`src/hdl/assert_macros.svh`:
```
// Assertion macros for the UTF-16 to UTF-8 transcoder; clocked on i_clk, off in reset.
`ifndef ASSERT_MACROS_SVH
`define ASSERT_MACROS_SVH

// Condition must never be true.
`define U2U_ASSERT_NEVER(lbl, cond, msg) \
    lbl: assert property (@(posedge i_clk) disable iff (!i_rst_n) !(cond)) else $error(msg);

// Antecedent in this cycle implies consequent in the same cycle.
`define U2U_ASSERT_IMPLY(lbl, ante, cons, msg) \
    lbl: assert property (@(posedge i_clk) disable iff (!i_rst_n) (ante) |-> (cons)) \
        else $error(msg);

// Antecedent in this cycle implies consequent in the next cycle.
`define U2U_ASSERT_NEXT(lbl, ante, cons, msg) \
    lbl: assert property (@(posedge i_clk) disable iff (!i_rst_n) (ante) |=> (cons)) \
        else $error(msg);

`endif

```
`src/hdl/u2u_pkg.sv`:
```
// Package: shared types and constants of the UTF-16 to UTF-8 transcoder.
`timescale 1ns / 1ps
package u2u_pkg;

    localparam int C_MAX_BYTES = 6;
    localparam int C_CNT_W     = $clog2(C_MAX_BYTES + 1);
    localparam int C_IDX_W     = $clog2(C_MAX_BYTES);

    // Upper six bits that tag surrogates
    localparam logic [5:0] C_HIGH_TAG = 6'b110110;
    localparam logic [5:0] C_LOW_TAG  = 6'b110111;

    // UTF-8 lead and continuation markers
    localparam logic [7:0] C_LEAD2 = 8'hC0;
    localparam logic [7:0] C_LEAD3 = 8'hE0;
    localparam logic [7:0] C_LEAD4 = 8'hF0;
    localparam logic [7:0] C_CONT  = 8'h80;

    localparam logic [20:0] C_SUPP_BASE = 21'h10000;

    // One classified unit: the bytes it causes, in order, and their count
    typedef struct packed {
        logic [C_MAX_BYTES-1:0][7:0] bytes;
        logic [C_CNT_W-1:0]          count;
        logic                        fin;
    } t_job;

    typedef struct packed {
        logic full;
        logic empty;
    } t_q_stat;

endpackage

```
`src/hdl/u2u_if.sv`:
```
// Interfaces: UTF-16 unit channel and UTF-8 byte channel.
`timescale 1ns / 1ps
interface u2u_unit_if;
    logic        valid;
    logic        ready;
    logic [15:0] code_unit;
    logic        final_unit;

    modport source (output valid, output code_unit, output final_unit, input ready);
    modport sink   (input valid, input code_unit, input final_unit, output ready);
endinterface

interface u2u_byte_if;
    logic       valid;
    logic       ready;
    logic [7:0] out_byte;
    logic       item_end;
    logic       text_end;

    modport source (output valid, output out_byte, output item_end, output text_end,
                    input ready);
    modport sink   (input valid, input out_byte, input item_end, input text_end,
                    output ready);
endinterface

```
`src/hdl/u2u_front.sv`:
```
// Front end: accepts code units, pairs surrogates and builds byte jobs.
`timescale 1ns / 1ps
module u2u_front (
    input  logic             i_clk,
    input  logic             i_rst_n,
    u2u_unit_if.sink         i_unit,
    input  u2u_pkg::t_q_stat i_q_stat,
    output logic             o_push,
    output u2u_pkg::t_job    o_job
);
    import u2u_pkg::*;

    logic [9:0]  r_held_high, n_held_high;
    logic        r_held_valid, n_held_valid;

    logic        w_accept;
    logic [15:0] w_u;
    logic        w_is_high, w_is_low, w_pair;
    logic [20:0] w_cp;
    logic [15:0] w_flush_v;
    logic [2:0][7:0] w_ubytes;
    logic [1:0]  w_ucnt;

    assign i_unit.ready = !i_q_stat.full;
    assign w_accept     = i_unit.valid && i_unit.ready;
    assign w_u          = i_unit.code_unit;
    assign w_is_high    = (w_u[15:10] == C_HIGH_TAG);
    assign w_is_low     = (w_u[15:10] == C_LOW_TAG);
    assign w_pair       = r_held_valid && w_is_low;
    assign w_cp         = C_SUPP_BASE + {1'b0, r_held_high, w_u[9:0]};
    assign w_flush_v    = {C_HIGH_TAG, r_held_high};

    // Encoding of the unit itself, empty when it is held
    always_comb begin
        w_ubytes = '0;
        w_ucnt   = 2'd0;
        priority if (w_is_high && !i_unit.final_unit) begin
            w_ucnt = 2'd0;
        end else if (w_u[15:7] == 9'd0) begin
            w_ubytes[0] = w_u[7:0];
            w_ucnt      = 2'd1;
        end else if (w_u[15:11] == 5'd0) begin
            w_ubytes[0] = C_LEAD2 | {3'd0, w_u[10:6]};
            w_ubytes[1] = C_CONT  | {2'd0, w_u[5:0]};
            w_ucnt      = 2'd2;
        end else begin
            w_ubytes[0] = C_LEAD3 | {4'd0, w_u[15:12]};
            w_ubytes[1] = C_CONT  | {2'd0, w_u[11:6]};
            w_ubytes[2] = C_CONT  | {2'd0, w_u[5:0]};
            w_ucnt      = 2'd3;
        end
    end

    always_comb begin
        o_job     = '0;
        o_job.fin = i_unit.final_unit;
        priority if (w_pair) begin
            o_job.bytes[0] = C_LEAD4 | {5'd0, w_cp[20:18]};
            o_job.bytes[1] = C_CONT  | {2'd0, w_cp[17:12]};
            o_job.bytes[2] = C_CONT  | {2'd0, w_cp[11:6]};
            o_job.bytes[3] = C_CONT  | {2'd0, w_cp[5:0]};
            o_job.count    = C_CNT_W'(4);
        end else if (r_held_valid) begin
            // held high surrogate flushed in lenient form, then the new unit
            o_job.bytes[0] = C_LEAD3 | {4'd0, w_flush_v[15:12]};
            o_job.bytes[1] = C_CONT  | {2'd0, w_flush_v[11:6]};
            o_job.bytes[2] = C_CONT  | {2'd0, w_flush_v[5:0]};
            o_job.bytes[3] = w_ubytes[0];
            o_job.bytes[4] = w_ubytes[1];
            o_job.bytes[5] = w_ubytes[2];
            o_job.count    = C_CNT_W'(3) + C_CNT_W'(w_ucnt);
        end else begin
            o_job.bytes[0] = w_ubytes[0];
            o_job.bytes[1] = w_ubytes[1];
            o_job.bytes[2] = w_ubytes[2];
            o_job.count    = C_CNT_W'(w_ucnt);
        end
    end

    assign o_push = w_accept && (o_job.count != '0);

    always_comb begin
        n_held_high  = r_held_high;
        n_held_valid = r_held_valid;
        if (w_accept) begin
            if (!w_pair && w_is_high && !i_unit.final_unit) begin
                n_held_high  = w_u[9:0];
                n_held_valid = 1'b1;
            end else begin
                n_held_high  = '0;
                n_held_valid = 1'b0;
            end
        end
    end

    always_ff @(posedge i_clk) begin
        if (!i_rst_n) begin
            r_held_high  <= '0;
            r_held_valid <= 1'b0;
        end else begin
            r_held_high  <= n_held_high;
            r_held_valid <= n_held_valid;
        end
    end

endmodule

```
`src/hdl/u2u_queue.sv`:
```
// Job queue between front and back end.
`timescale 1ns / 1ps
module u2u_queue #(
    parameter int DEPTH = 4
) (
    input  logic             i_clk,
    input  logic             i_rst_n,
    input  logic             i_push,
    input  u2u_pkg::t_job    i_job,
    input  logic             i_pop,
    output u2u_pkg::t_job    o_head,
    output u2u_pkg::t_q_stat o_stat
);
    import u2u_pkg::*;

    localparam int AW = (DEPTH > 1) ? $clog2(DEPTH) : 1;
    localparam int CW = $clog2(DEPTH + 1);

    t_job          r_mem [DEPTH];
    logic [AW-1:0] r_wr, n_wr;
    logic [AW-1:0] r_rd, n_rd;
    logic [CW-1:0] r_cnt, n_cnt;

    assign o_stat.full  = (r_cnt == CW'(DEPTH));
    assign o_stat.empty = (r_cnt == '0);
    assign o_head       = r_mem[r_rd];

    always_comb begin
        n_wr  = r_wr;
        n_rd  = r_rd;
        n_cnt = r_cnt;
        if (i_push) begin
            n_wr = (r_wr == AW'(DEPTH - 1)) ? '0 : r_wr + 1'b1;
        end
        if (i_pop) begin
            n_rd = (r_rd == AW'(DEPTH - 1)) ? '0 : r_rd + 1'b1;
        end
        unique case ({i_push, i_pop})
            2'b10:   n_cnt = r_cnt + 1'b1;
            2'b01:   n_cnt = r_cnt - 1'b1;
            default: n_cnt = r_cnt;
        endcase
    end

    always_ff @(posedge i_clk) begin
        if (i_push) begin
            r_mem[r_wr] <= i_job;
        end
    end

    always_ff @(posedge i_clk) begin
        if (!i_rst_n) begin
            r_wr  <= '0;
            r_rd  <= '0;
            r_cnt <= '0;
        end else begin
            r_wr  <= n_wr;
            r_rd  <= n_rd;
            r_cnt <= n_cnt;
        end
    end

endmodule

```
`src/hdl/u2u_back.sv`:
```
// Back end: serializes the head job into registered UTF-8 bytes.
`timescale 1ns / 1ps
module u2u_back (
    input  logic             i_clk,
    input  logic             i_rst_n,
    input  u2u_pkg::t_job    i_head,
    input  u2u_pkg::t_q_stat i_q_stat,
    output logic             o_pop,
    u2u_byte_if.source       o_byte
);
    import u2u_pkg::*;

    logic [C_IDX_W-1:0] r_idx, n_idx;
    logic               r_valid, n_valid;
    logic [7:0]         r_byte, n_byte;
    logic               r_item_end, n_item_end;
    logic               r_text_end, n_text_end;

    logic w_load, w_last;

    assign w_load = !r_valid || o_byte.ready;
    assign w_last = (C_CNT_W'(r_idx) == i_head.count - 1'b1);
    assign o_pop  = w_load && !i_q_stat.empty && w_last;

    always_comb begin
        n_idx      = r_idx;
        n_valid    = r_valid;
        n_byte     = r_byte;
        n_item_end = r_item_end;
        n_text_end = r_text_end;
        if (w_load) begin
            n_valid = !i_q_stat.empty;
            if (!i_q_stat.empty) begin
                n_byte     = i_head.bytes[r_idx];
                n_item_end = w_last;
                n_text_end = w_last && i_head.fin;
                n_idx      = w_last ? '0 : r_idx + 1'b1;
            end
        end
    end

    always_ff @(posedge i_clk) begin
        if (!i_rst_n) begin
            r_idx   <= '0;
            r_valid <= 1'b0;
        end else begin
            r_idx   <= n_idx;
            r_valid <= n_valid;
        end
    end

    always_ff @(posedge i_clk) begin
        r_byte     <= n_byte;
        r_item_end <= n_item_end;
        r_text_end <= n_text_end;
    end

    assign o_byte.valid    = r_valid;
    assign o_byte.out_byte = r_byte;
    assign o_byte.item_end = r_item_end;
    assign o_byte.text_end = r_text_end;

endmodule

```
`src/hdl/utf16_to_utf8_transcoder.sv`:
```
// Top level: UTF-16 to UTF-8 transcoder, front end, job queue and byte serializer.
//
//  channel  dir  payload                          transfer when
//  i_unit   in   code_unit[15:0], final_unit      valid && ready
//  o_byte   out  out_byte[7:0], item_end, text_end valid && ready
//
//  A unit is taken every cycle while the job queue has room; the serializer
//  sends one byte a cycle while o_byte.ready is high, so the sustained unit
//  rate is set by the number of bytes the unit causes, up to six per job.
//  A non-final high surrogate causes no bytes of its own.
//  Synchronous active-low reset empties the queue and drops a held surrogate.
//  Output stalls back up into the queue; i_unit.ready falls only when it is full.
`timescale 1ns / 1ps
`include "assert_macros.svh"
module utf16_to_utf8_transcoder #(
    parameter int QUEUE_DEPTH = 4
) (
    input  logic       i_clk,
    input  logic       i_rst_n,
    u2u_unit_if.sink   i_unit,
    u2u_byte_if.source o_byte
);
    import u2u_pkg::*;

    logic    w_push;
    logic    w_pop;
    t_job    w_job;
    t_job    w_head;
    t_q_stat w_stat;

    // Front end: surrogate pairing and byte building, one unit per cycle while the queue has room
    u2u_front u_front (
        .i_clk    (i_clk),
        .i_rst_n  (i_rst_n),
        .i_unit   (i_unit),
        .i_q_stat (w_stat),
        .o_push   (w_push),
        .o_job    (w_job)
    );

    // Decouples unit intake from byte output
    u2u_queue #(
        .DEPTH (QUEUE_DEPTH)
    ) u_queue (
        .i_clk   (i_clk),
        .i_rst_n (i_rst_n),
        .i_push  (w_push),
        .i_job   (w_job),
        .i_pop   (w_pop),
        .o_head  (w_head),
        .o_stat  (w_stat)
    );

    // Back end: one byte per cycle into the output register while o_byte is ready
    u2u_back u_back (
        .i_clk    (i_clk),
        .i_rst_n  (i_rst_n),
        .i_head   (w_head),
        .i_q_stat (w_stat),
        .o_pop    (w_pop),
        .o_byte   (o_byte)
    );

    // Queue bookkeeping and job sanity
    `U2U_ASSERT_NEVER(a_no_overflow, w_push && w_stat.full, "push into full queue")
    `U2U_ASSERT_NEVER(a_no_underflow, w_pop && w_stat.empty, "pop from empty queue")
    `U2U_ASSERT_IMPLY(a_job_nonempty, w_push, (w_job.count != '0) && (w_job.count <= C_CNT_W'(C_MAX_BYTES)), "bad job byte count")
    `U2U_ASSERT_IMPLY(a_text_end_last, o_byte.valid && o_byte.text_end, o_byte.item_end, "text_end without item_end")

endmodule
```
`src/flat_wrapper.sv`:
```
// flat-port wrapper written by rule: the top's interface ports become plain ports
module utf16_to_utf8_transcoder_flat import u2u_pkg::*;
#(
    parameter int QUEUE_DEPTH = 4
)
  (i_clk, i_rst_n, i_unit_valid, i_unit_code_unit, i_unit_final_unit, i_unit_ready, o_byte_valid, o_byte_out_byte, o_byte_item_end, o_byte_text_end, o_byte_ready);
  u2u_unit_if i_unit_i ();
  u2u_byte_if o_byte_i ();
  input  logic i_clk;
  input  logic i_rst_n;
  input wire logic [$bits(i_unit_i.valid)-1:0] i_unit_valid;
  input wire logic [$bits(i_unit_i.code_unit)-1:0] i_unit_code_unit;
  input wire logic [$bits(i_unit_i.final_unit)-1:0] i_unit_final_unit;
  output wire logic [$bits(i_unit_i.ready)-1:0] i_unit_ready;
  output wire logic [$bits(o_byte_i.valid)-1:0] o_byte_valid;
  output wire logic [$bits(o_byte_i.out_byte)-1:0] o_byte_out_byte;
  output wire logic [$bits(o_byte_i.item_end)-1:0] o_byte_item_end;
  output wire logic [$bits(o_byte_i.text_end)-1:0] o_byte_text_end;
  input wire logic [$bits(o_byte_i.ready)-1:0] o_byte_ready;
  assign i_unit_i.valid = i_unit_valid;
  assign i_unit_i.code_unit = i_unit_code_unit;
  assign i_unit_i.final_unit = i_unit_final_unit;
  assign i_unit_ready = i_unit_i.ready;
  assign o_byte_valid = o_byte_i.valid;
  assign o_byte_out_byte = o_byte_i.out_byte;
  assign o_byte_item_end = o_byte_i.item_end;
  assign o_byte_text_end = o_byte_i.text_end;
  assign o_byte_i.ready = o_byte_ready;
  utf16_to_utf8_transcoder #(.QUEUE_DEPTH(QUEUE_DEPTH)) u_core (.i_clk(i_clk), .i_rst_n(i_rst_n), .i_unit(i_unit_i), .o_byte(o_byte_i));
endmodule
```
`config.mk`:
```
export PLATFORM = sky130hd
export DESIGN_NAME = utf16_to_utf8_transcoder_flat
export DESIGN_NICKNAME = d
export VERILOG_FILES = /design/src/hdl/u2u_pkg.sv /design/src/hdl/u2u_if.sv /design/src/hdl/u2u_front.sv /design/src/hdl/u2u_queue.sv /design/src/hdl/u2u_back.sv /design/src/hdl/utf16_to_utf8_transcoder.sv /design/src/flat_wrapper.sv
export VERILOG_INCLUDE_DIRS = /design/src /design/src/hdl
export SDC_FILE = /design/constraint.sdc
export NUM_CORES = 1
export LEC_CHECK = 0
export BUFFER_PORTS_ARGS = -buffer_cell sky130_fd_sc_hd__buf_2
export CAP_MARGIN = 20
export CORE_MARGIN = 2
export CORE_UTILIZATION = 25
export CTS_BUF_LIST = sky130_fd_sc_hd__clkbuf_8
export CTS_CLUSTER_DIAMETER = 120
export DETAILED_ROUTE_END_ITERATION = 10
export HOLD_SLACK_MARGIN = 0.02
export PLACE_DENSITY = 0.48
export SYNTH_ARGS = -nofsm -noshare
export SYNTH_HDL_FRONTEND = slang
export SYNTH_SLANG_ARGS = --single-unit
```
`constraint.sdc`:
```
create_clock -name i_clk -period 4.2 [get_ports i_clk]
set_input_delay 0.21 -clock i_clk [delete_from_list [all_inputs] [get_ports i_clk]]
set_output_delay 0.21 -clock i_clk [all_outputs]
set_load 0.05 [all_outputs]
```
==> results.tsv, run 1 <==
stage	metric	value	unit
status	status	finished, final reports clean	
final_layout	seq_area	0.00655	mm^2
job	drv_cap	0	
worst_setup_path	critical_path.max_stage_delay	0.55	ns
sta	hold_viol	0	
route	wl_per_cell	19.5	um
clock_tree	clock_path_buffers	3	
route	dr.first_iter.drc_count	331	
die	die_w	201	um
clock_tree	cts_made_buffers	38	
grt	grt_usage	11.8	%
sta	max_slew_margin	29.2	%
clock_tree	h-tree-depth	2	
power	cellLeakagePower	3.68	nW
worst_setup_path	path_delay_family	simple AND/OR/NAND/NOR gates	
die	die_h	201	um
synthesis	syn_nets	619	
power	peakVddDrop	0.183	mV
final_layout	fillerInstances	3905	
worst_setup_path	setup.worst_path.start_class	input pin	
worst_setup_path	setup.worst_path.class	in -> reg	
sta	fin_skew	0.0157	ns
clock_tree	cts_resized	0	
die	rows	72	
route	via_per_inst	4.45	
synthesis	yosysSeqAreaShare	67.8	%
sta	tightest_slew	1.05	ns
synthesis	synthCells	587	
grt	grt_max_degree	32	
worst_setup_path	crit_buf_inv	5	
sta	fin_crit	3.54	ns
route	vias	5364	
worst_setup_path	crit_path_top_delay_cell	dlygate4sd3_1	
place	dp_hpwl	14900	um
synthesis	synth_area	0.00966	mm^2
die	start_util	25.2	%
final_layout	drive_above_1_share	23.8	%
worst_setup_path	crit_chain	dlygate4sd3_1, buf_2, nor4_4, buf_4, nand3_1, nand2_2, ha_1, nand2_1, o31a_2, inv_1, ha_1, inv_1, fa_1, xor2_1, or3_1, a21boi_0	
worst_setup_path	critPathMaxFanout	10	
grt	grt_pass1_wl	36100	um
place	finalWeightedCongestion	0.846	
route	first_pass_iters	5	
final_layout	finalNetCount	690	
clock_tree	insertion_delay	0.54	ns
route	drt-total-wl	23500	um
final_layout	syn2layout_area_growth	16.8	%
clock_tree	cts_tree	done	
die	pin_count	33	
power	power_density	463	mW/mm^2
grt	grt_overflow_total	0	
route	ant_nets	0	
final_layout	multi_input_area	0.00290	mm^2
clock_tree	cts_num_sinks	226	
place	dp_cells	1128	
place	io_buffers	32	
sta	fin_setup_tns	0	ns
sta	rsz0062_at_grt	false	
worst_setup_path	endpoint_kind	register	
clock_tree	post_cts_buffers	0	
synthesis	syn_area_per_cell	16.5	um^2
synthesis	yosysUniqueCellTypes	45	
sta	fin_crit_sh	84.3	%
synthesis	ys_ff_latch	226	
sta	setup_viol	0	
route	drc	0	
worst_setup_path	worst_ep_required_time	4.64	ns
worst_setup_path	cp_data_arrival_time	3.98	ns
grt	antenna_found_initial	4	
hold_path	hp-class	in -> reg	
die	die-area	0.0402	mm^2
synthesis	yosys_warnings	0	
clock_tree	clock-root-buffer	clkbuf_8	
sta	fmax	283	MHz
final_layout	layout.cells.non_filler	1206	
die	fp.coreArea	0.0384	mm^2
sta	drv_slew	0	
grt	grt_pass1_vias	5660	
clock_tree	clk_pin_slew	0.06	ns
-- kinds of logic after synthesis --
family,share of synthesized area (%)
mux,15.2
compound gates,5.13
simple gates,7.33
fa+ha+maj,1.50
buf+inv,2.24
xor+xnor,0.816
flops,67.8
-- final timing paths --
kind / startpoint / to / slack (ns) / cells after the start
setup / recovery: i_unit_code_unit[9] / u_core.u_queue.r_cnt[2] / 0.66 / 16
setup reg to reg: register / u_core.u_queue.r_cnt[2] / 0.78 / 11
hold / removal: i_unit_code_unit[5] / u_core.u_front.r_held_high[5] / 0.06 / 3
hold reg to reg: u_core.u_back.o_byte.valid / u_core.u_back.o_byte.valid / 0.50 / 2
-- through the flow --
| stage | hold WS, ns | setup WS (ns) | cell area (um^2) | total power, mW | utilization [%] |
|---|---|---|---|---|---|
| finish | 0.0559 | 0.661 | 11300 | 5.23 | 29.4 |
| global route | 0.0501 | 0.394 | 11300 | 5.47 | 29.4 |
| CTS | 0.0250 | 0.666 | 11300 | 5.30 | 29.4 |
| detailed placement | 0.488 | 0.726 | 10500 | 3.44 | 27.3 |
| global placement | 0.470 | 0.810 | 10500 | 3.44 | 27.3 |
| floorplan | 0.309 | 0.577 | 9660 | 3.19 | - |
-- worst reg2reg max path, cell delays in order, from the launching register on --
cell and delay [ns]:
dfxtp_4 0.37, buf_4 0.38, mux4_2 0.58, xnor2_1 0.18, nand3_1 0.22, nor2_2 0.26
ha_1 0.22, inv_1 0.07, fa_1 0.43, xor2_1 0.16, or3_1 0.30, a21boi_0 0.17
-- state kept, by name, indices dropped and copies added (netlist names), 2 cells and up, named ones only --
| name | cells |
|---|---|
| u_core.u_back.r_idx | 3 |
| u_core.u_queue.r_rd | 2 |
| u_core.u_back.o_byte.out_byte | 8 |
| u_core.u_queue.r_mem | 192 |
| u_core.u_queue.r_cnt | 3 |
| u_core.u_front.r_held_high | 10 |
| u_core.u_queue.r_wr | 2 |
-- report_power, final --
part / internal (mW) / switching [mW] / total (mW)
Sequential: 2.61 / 0.0427 / 2.66
Combinational: 0.241 / 0.481 / 0.723
Clock: 0.989 / 0.858 / 1.85
-- cell usage after synthesis --
cell type  count  area (um^2)
nand3_1       21          105
nor2_8         1         20.0
a21oi_1       10         50.1
buf_4          2         15.0
and2_1        13         81.3
edfxtp_1     202         6070
o21ai_0       23          115
clkbuf_1      11         41.3
nor2b_1        1         6.26
a21oi_2        1         8.76
o21bai_1       4         30.0
nor3_1         8         40.0
dfxtp_1       24          480
a31oi_1        1         6.26
or3_1         11         68.8
nor2_1        26         97.6
o31a_2         1         10.0
nor2_2         1         6.26
buf_2          8         40.0
mux2i_1       39          390
a22oi_1        1         7.51
xnor2_1        4         35.0
nor3_2         1         10.0
mux4_2        48         1080
a21boi_0      16          120
nand2_1       40          150
inv_1         15         56.3
fa_1           1         20.0
or4_4          1         11.3
o22ai_1        1         6.26
buf_1          2         7.51
and4b_1        1         10.0
and3_1         4         25.0
a21o_1         2         15.0
nor4_4         2         42.5
o21ai_2        1         8.76
o31ai_1        6         45.0
nand2b_1       2         12.5
a2111o_1       1         11.3
xor2_1         5         43.8
ha_1          10          125
o221ai_1       7         61.3
nand2_2        2         12.5
or3b_2         1         8.76
buf_6          5         56.3
-- cell type report --
| cell class | count | share of cell area (%) |
|---|---|---|
| well taps | 518 | 5.74 |
| flip-flops and latches | 226 | 58.1 |
| clock buffers | 39 | 4.76 |
| diodes | 3 | 0.0665 |
| repair buffers | 59 | 3.61 |
| multi-input cells | 318 | 25.7 |
| clock inverters | 28 | 1.53 |
| inverters | 15 | 0.499 |
-- cells in the final DEF, fill, tap and decap left out, types with 11 or more instances in the layout --
cell type	instances
edfxtp_1	202
mux4_2	48
nand2_1	40
mux2i_1	39
clkbuf_8	39
buf_2	32
inv_1	27
nor2_1	26
o21ai_0	23
dfxtp_1	22
nand3_1	21
buf_4	17
a21boi_0	16
or3_1	11
-- what timing repair did --
| action | in CTS | in global routing |
|---|---|---|
| endpoints found under the setup margin | 0 | 0 |
| endpoints found under the hold margin | 11 | 0 |
| hold buffers | 8 | 0 |
-- metal layers --
layer | part of all wire (%) | global-route usage, % | routed length [um]
met5 | 0.055 | 0 | 13
met1 | 48 | 17.0 | 11200
met3 | 5.3 | 2.24 | 1240
met2 | 44 | 17.8 | 10300
met4 | 2.8 | 4.34 | 665
Note: power is estimated with default switching activity, not from simulation.
==> inputs of run 2 (changes only) <==
- clock period: 4.2 -> 3.63 ns (I/O delays scaled with it)
==> run 2 against run 1 <==
Flip-flop and latch count did not move. Critical path depth down 3. Clock skew grew 0.0037 ns. Die area unchanged. Clock power is 9% higher. Setup slack lost 0.39 ns. Sequential power up 15%. Count of clock-buffer cells in the layout rose by 3. Critical endpoint unchanged. Largest cell class unchanged. Largest power group unchanged.
==> results.tsv, run 2 (same netlist as run 1, synthesis figures left out) <==
stage	metric	value	unit	change
sta	setup_viol	0		unchanged
final_layout	num_antenna_cells	0		-3
power	cellLeakagePower	3.71	nW	+0.99%
worst_setup_path	rrSetupSlack	0.27	ns	-0.51 ns
status	status	finished, final reports clean		
hold_path	hold_depth	3		unchanged
final_layout	top_register	u_core.u_queue.r_mem		
final_layout	finalNetCount	695		+0.72%
worst_setup_path	r2r_cells	13		+2
grt	grt_usage	12.0	%	+0.11 points
die	pin_count	33		unchanged
worst_setup_path	endpoint_kind	register		
place	dp_hpwl	14800	um	-0.80%
clock_tree	h-tree-depth	2		unchanged
final_layout	drive_above_1_share	24.3	%	+0.51 points
grt	grt_overflow_total	0		unchanged
route	wl_per_cell	19.8	um	+1.6%
hold_path	min_from	i_unit_code_unit[2]		
clock_tree	insertion_delay	0.53	ns	about the same
worst_setup_path	timing.rr.end	u_core.u_queue.r_cnt[2]		
sta	fmax	297	MHz	
sta	rsz0062_at_grt	false		
place	finalWeightedCongestion	0.809		-4.4%
place	place_area	0.0106	mm^2	+0.64%
sta	hold_viol	0		unchanged
grt	grt_pass1_vias	5741		+1.4%
route	dr.first_iter.drc_count	412		+24%
clock_tree	cts_made_buffers	37		-2.6%
power	power	5.95	mW	+14%
worst_setup_path	critPathMaxFanout	5		-5
sta	fin_setup_tns	0	ns	unchanged
final_layout	fillerInstances	3895		-0.26%
sta	fin_skew	0.0194	ns	+0.00368 ns
job	drv_cap	0		unchanged
die	die_h	201	um	unchanged
worst_setup_path	worst_ep_required_time	4.07	ns	-0.57 ns
sta	tightest_slew	0.860	ns	-0.194 ns
final_layout	mostFrequentLayoutCells	edfxtp_1 (202), mux4_2 (48), clkbuf_8 (42)		
final_layout	final_common_cell	edfxtp_1		
final_layout	fin_area	0.0113	mm^2	+0.31%
place	io_buffers	32		unchanged
route	ant_nets	0		unchanged
sta	fin_crit_sh	92.7	%	
sta	fin_crit	3.36	ns	
die	die_w	201	um	unchanged
route	first_pass_iters	4		-1
grt	antenna_found_initial	0		-4
clock_tree	cts_tree	done		
clock_tree	cts_resized	0		unchanged
route	vias	5403		+0.73%
clock_tree	clock-root-buffer	clkbuf_8		
worst_setup_path	setup.worst_path.class	reg -> reg		
route	drt-total-wl	23800	um	+1.5%
clock_tree	clock_path_buffers	3		unchanged
clock_tree	cts_num_sinks	226		unchanged
die	die-area	0.0402	mm^2	unchanged
hold_path	min_to	u_core.u_front.r_held_high[2]		
final_layout	syn2layout_area_growth	17.2	%	
sta	max_slew_margin	42.6	%	+13 points
power	power_density	525	mW/mm^2	+13%
die	fp.coreArea	0.0384	mm^2	unchanged
die	rows	72		unchanged
sta	drv_slew	0		unchanged
final_layout	largest_reg_flops	192		unchanged
die	start_util	25.2	%	unchanged
route	via_per_inst	4.48		+0.81%
worst_setup_path	cp_data_arrival_time	3.80	ns	-0.18 ns
grt	grt_pass1_wl	36400	um	+1.0%
power	peakVddDrop	0.244	mV	+34%
clock_tree	clk_pin_slew	0.06	ns	about the same
route	drc	0		unchanged
grt	grt_max_degree	48		+50%
worst_setup_path	setup.worst_path.start_class	register		
hold_path	hp-class	in -> reg		
-- run 2: worst max-delay path by stage --
stage                     startpoint                      end  slack, ns  depth (start not counted)
after floorplan             register  u_core.u_queue.r_cnt[2]      0.007                         16
after global placement      register  u_core.u_queue.r_cnt[2]       0.31                         13
after detailed placement    register  u_core.u_queue.r_cnt[2]       0.26                         13
after CTS                   register  u_core.u_queue.r_cnt[2]       0.22                         13
after global routing        register  u_core.u_queue.r_cnt[2]      0.002                         13
final                       register  u_core.u_queue.r_cnt[2]       0.27                         13
-- run 2: final cells by class --
cell class | count | area [um^2] | area share [%]
clock buffer | 42 | 578 | 5.11
clock inverter | 21 | 86.3 | 0.763
inverter | 15 | 56.3 | 0.497
multi-input combinational | 318 | 2900 | 25.7
sequential | 226 | 6550 | 57.9
tap | 518 | 648 | 5.73
timing repair buffer | 65 | 495 | 4.38
-- run 2: repair_timing --
action | CTS | global route
buffers inserted | 0 | 0
endpoints found under the hold margin | 13 | 0
hold buffers | 10 | 0
-- run 2: power by group --
part / total [mW] / switching, mW / internal (mW)
sequential: 3.07 / 0.0469 / 3.02
clock: 2.02 / 0.970 / 1.05
combinational: 0.859 / 0.566 / 0.292
total: 5.95 / 1.58 / 4.36
-- run 2: layer usage --
layer | GRT usage, % | up-vias | part of all wire, %
li1 | - | 2455 | -
met1 | 17.6 | 2758 | 49
met2 | 18.0 | 151 | 44
met3 | 2.39 | 39 | 5.5
met4 | 3.12 | 0 | 1.7
met5 | 0 | - | 0
-- run 2: worst max-delay path, cell delays in order (launching register included) --
cell and delay (ns):
dfxtp_4 0.39, mux4_2 0.55, inv_1 0.08, ha_1 0.16
xor2_1 0.17, xnor2_1 0.14, nand3_1 0.21, nor2_2 0.26
ha_1 0.23, inv_1 0.07, fa_1 0.43, xor2_1 0.16
or3_1 0.30, a21boi_0 0.16
-- run 2: stage by stage --
step	worst slack (ns)	std cells	utilization (%)	hold WS (ns)
global route	0.00221	1205	29.5	0.0217
floorplan	0.00731	587	-	0.280
CTS	0.220	1205	29.5	0.0207
finish	0.267	1205	29.5	0.0514
global placement	0.305	1132	27.5	0.472
detailed placement	0.257	1132	27.5	0.478
==> inputs of run 3 (changes only) <==
- CORE_UTILIZATION: 25 -> 35
- PLACE_DENSITY: 0.48 -> 0.59
- SETUP_SLACK_MARGIN: default -> 0.5
==> run 3 against run 2 <==
Setup slack improved by 0.33 ns. Design area fell by 2.3%. First-iteration DRC count rose by 30%. Power down 2.5%. Flip-flop and latch count did not move. Clock power shrank 6%. Sequential power about the same. Count of clock-buffer cells in the layout down 5. Register-to-register slack gained 0.37 ns. Global-route usage grew 3.8 points. Clock skew is 0.0014 ns higher. Critical endpoint unchanged. Highest routed layer is now met5.
==> results.tsv, run 3 (same netlist as run 1, synthesis figures left out) <==
stage	metric	value	unit	change
status	status	finished, final reports clean		
final_layout	finalNetCount	696		+0.14%
die	pin_count	33		unchanged
sta	fmax	329	MHz	+11%
route	ant_nets	0		unchanged
route	vias	5536		+2.5%
power	power_density	524	mW/mm^2	-0.24%
grt	antenna_found_initial	4		+4
power	peakVddDrop	0.211	mV	-13%
clock_tree	clock-root-buffer	clkbuf_8		
sta	drv_slew	0		unchanged
final_layout	largest_reg_flops	192		unchanged
place	dp_hpwl	13900	um	-6.0%
sta	fin_crit	3.04	ns	-0.327 ns
place	dp_cells	951		-16%
power	power	5.80	mW	-2.5%
grt	grt_usage	15.7	%	+3.8 points
power	switching_share	26.7	%	+0.039 points
grt	grt_pass1_wl	34200	um	-6.1%
worst_setup_path	cp_data_arrival_time	3.49	ns	-0.31 ns
power	seqPwrFrac	52.9	%	+1.3 points
worst_setup_path	endpoint_kind	register		
route	wl_per_cell	21.7	um	+9.7%
clock_tree	clock_path_buffers	3		unchanged
final_layout	seq_area	0.00655	mm^2	unchanged
die	rows	60		-17%
final_layout	drive_above_1_share	24.9	%	+0.62 points
final_layout	top_register	u_core.u_queue.r_mem		
sta	final.setup.worst_slack	0.594	ns	+0.327 ns
worst_setup_path	critPathMaxFanout	10		+5
sta	hold_viol	0		unchanged
route	via_per_inst	5.38		+20%
final_layout	syn2layout_area_growth	14.5	%	
clock_tree	cts_made_buffers	35		-5.4%
clock_tree	insertion_delay	0.53	ns	about the same
die	fp.coreArea	0.0270	mm^2	-30%
grt	grt_max_degree	45		-6.3%
worst_setup_path	crit_chain	dlygate4sd3_1, buf_2, nor4_4, nand3_1, nand2_4, ha_1, nand2_1, o31a_2, inv_1, ha_4, inv_1, fa_2, xor2_1, or3_1, a21boi_1		
power	comb_power_share	14.6	%	+0.2 points
sta	max_slew_margin	36.4	%	-6.2 points
die	start_util	35.7	%	+11 points
final_layout	final_common_cell	edfxtp_1		
worst_setup_path	critical_path.max_stage_delay	0.54	ns	about the same
final_layout	layout.cells.non_filler	1029		-15%
die	die-area	0.0289	mm^2	-28%
final_layout	final_util	40.9	%	+11 points
worst_setup_path	worst_ep_required_time	4.08	ns	about the same
final_layout	mostFrequentLayoutCells	edfxtp_1 (202), mux4_2 (48), nand2_1 (40)		
sta	whs	0.0704	ns	+0.0190 ns
place	place_worst_setup_slack	0.415	ns	+0.158 ns
worst_setup_path	setup.worst_path.start_class	input pin		
worst_setup_path	path_delay_family	simple AND/OR/NAND/NOR gates		
sta	tightest_slew	0.953	ns	+0.0933 ns
hold_path	hp-class	in -> reg		
sta	fin_crit_sh	83.6	%	-9.0 points
route	drc	0		unchanged
route	drt-total-wl	22300	um	-6.3%
worst_setup_path	crit_path_top_delay_cell	dlygate4sd3_1		
grt	grt_overflow_total	0		unchanged
place	place_area	0.0103	mm^2	-2.6%
final_layout	multi_input_area	0.00296	mm^2	+1.9%
clock_tree	cts_tree	done		
power	p_int	4.25	mW	-2.6%
route	dr.first_iter.drc_count	536		+30%
worst_setup_path	crit_buf_inv	4		+2
die	die_h	170	um	-15%
clock_tree	clk_pin_slew	0.06	ns	about the same
clock_tree	h-tree-depth	2		unchanged
power	p_sw	1.55	mW	-2.4%
worst_setup_path	setup.worst_path.class	in -> reg		
final_layout	fillerInstances	2439		-37%
route	first_pass_iters	7		+3
sta	setup_viol	0		unchanged
die	die_w	170	um	-15%
power	clkPwrFrac	32.5	%	-1.5 points
sta	rsz0062_at_grt	true		
job	drv_cap	0		unchanged
final_layout	fin_area	0.0111	mm^2	-2.3%
place	io_buffers	32		unchanged
sta	fin_skew	0.0207	ns	+0.00137 ns
worst_setup_path	crit_top_cell	inv_1		
clock_tree	cts_num_sinks	226		unchanged
power	cellLeakagePower	3.67	nW	-1.3%
grt	grt_pass1_vias	5776		+0.61%
sta	fin_setup_tns	0	ns	unchanged
place	finalWeightedCongestion	0.876		+8.3%
-- run 3: timing repair --
item,4_1_cts,5_1_grt
endpoints found under the setup margin,1,1
gates resized for setup,0,5
hold endpoints to repair,14,0
pin swaps,1,4
setup buffers,1,5
hold buffers,11,0
-- run 3: power groups by stage --
stage / logic [mW] / clock network, mW / registers [mW]
final: 0.847 / 1.89 / 3.07
after global routing: 0.911 / 2.05 / 3.08
after detailed placement: 0.837 / 0 / 3.12
after global placement: 0.822 / 0 / 3.11
after floorplan: 0.460 / 0 / 3.24
after CTS: 0.852 / 1.93 / 3.07
-- run 3: worst reg2reg max path, delay by kind of cell (launching register included) --
| family | cells | cell delay (ns) |
|---|---|---|
| xor+xnor | 3 | 0.46 |
| simple gates | 3 | 0.63 |
| buf+inv | 2 | 0.14 |
| fa+ha+maj | 3 | 0.62 |
| compound gates | 1 | 0.13 |
| mux | 1 | 0.54 |
| flops | 1 | 0.38 |
-- run 3: path summary, 6_finish.rpt --
kind | start | to | slack, ns | cells past startpoint
max | i_unit_code_unit[7] | u_core.u_queue.r_cnt[2] | 0.59 | 15
min | i_unit_code_unit[4] | u_core.u_front.r_held_high[4] | 0.07 | 3
max reg2reg | register | u_core.u_queue.r_cnt[2] | 0.64 | 13
min reg2reg | u_core.u_back.o_byte.valid | u_core.u_back.o_byte.valid | 0.48 | 2
-- run 3: metal layers --
layer | wire (um) | global-route usage (%) | up-vias
li1 | - | - | 2455
met1 | 9070 | 19.8 | 2800
met2 | 11000 | 26.7 | 214
met3 | 1550 | 3.58 | 63
met4 | 671 | 5.61 | 4
met5 | 28 | 0 | -
-- run 3: layout make-up --
type	instances	area share (%)
sequential	226	59.2
multi-input combinational	318	26.8
clock buffer	37	4.60
timing repair buffer	68	4.17
tap	341	3.86
clock inverter	22	0.837
inverter	15	0.509
antenna	2	0.0452
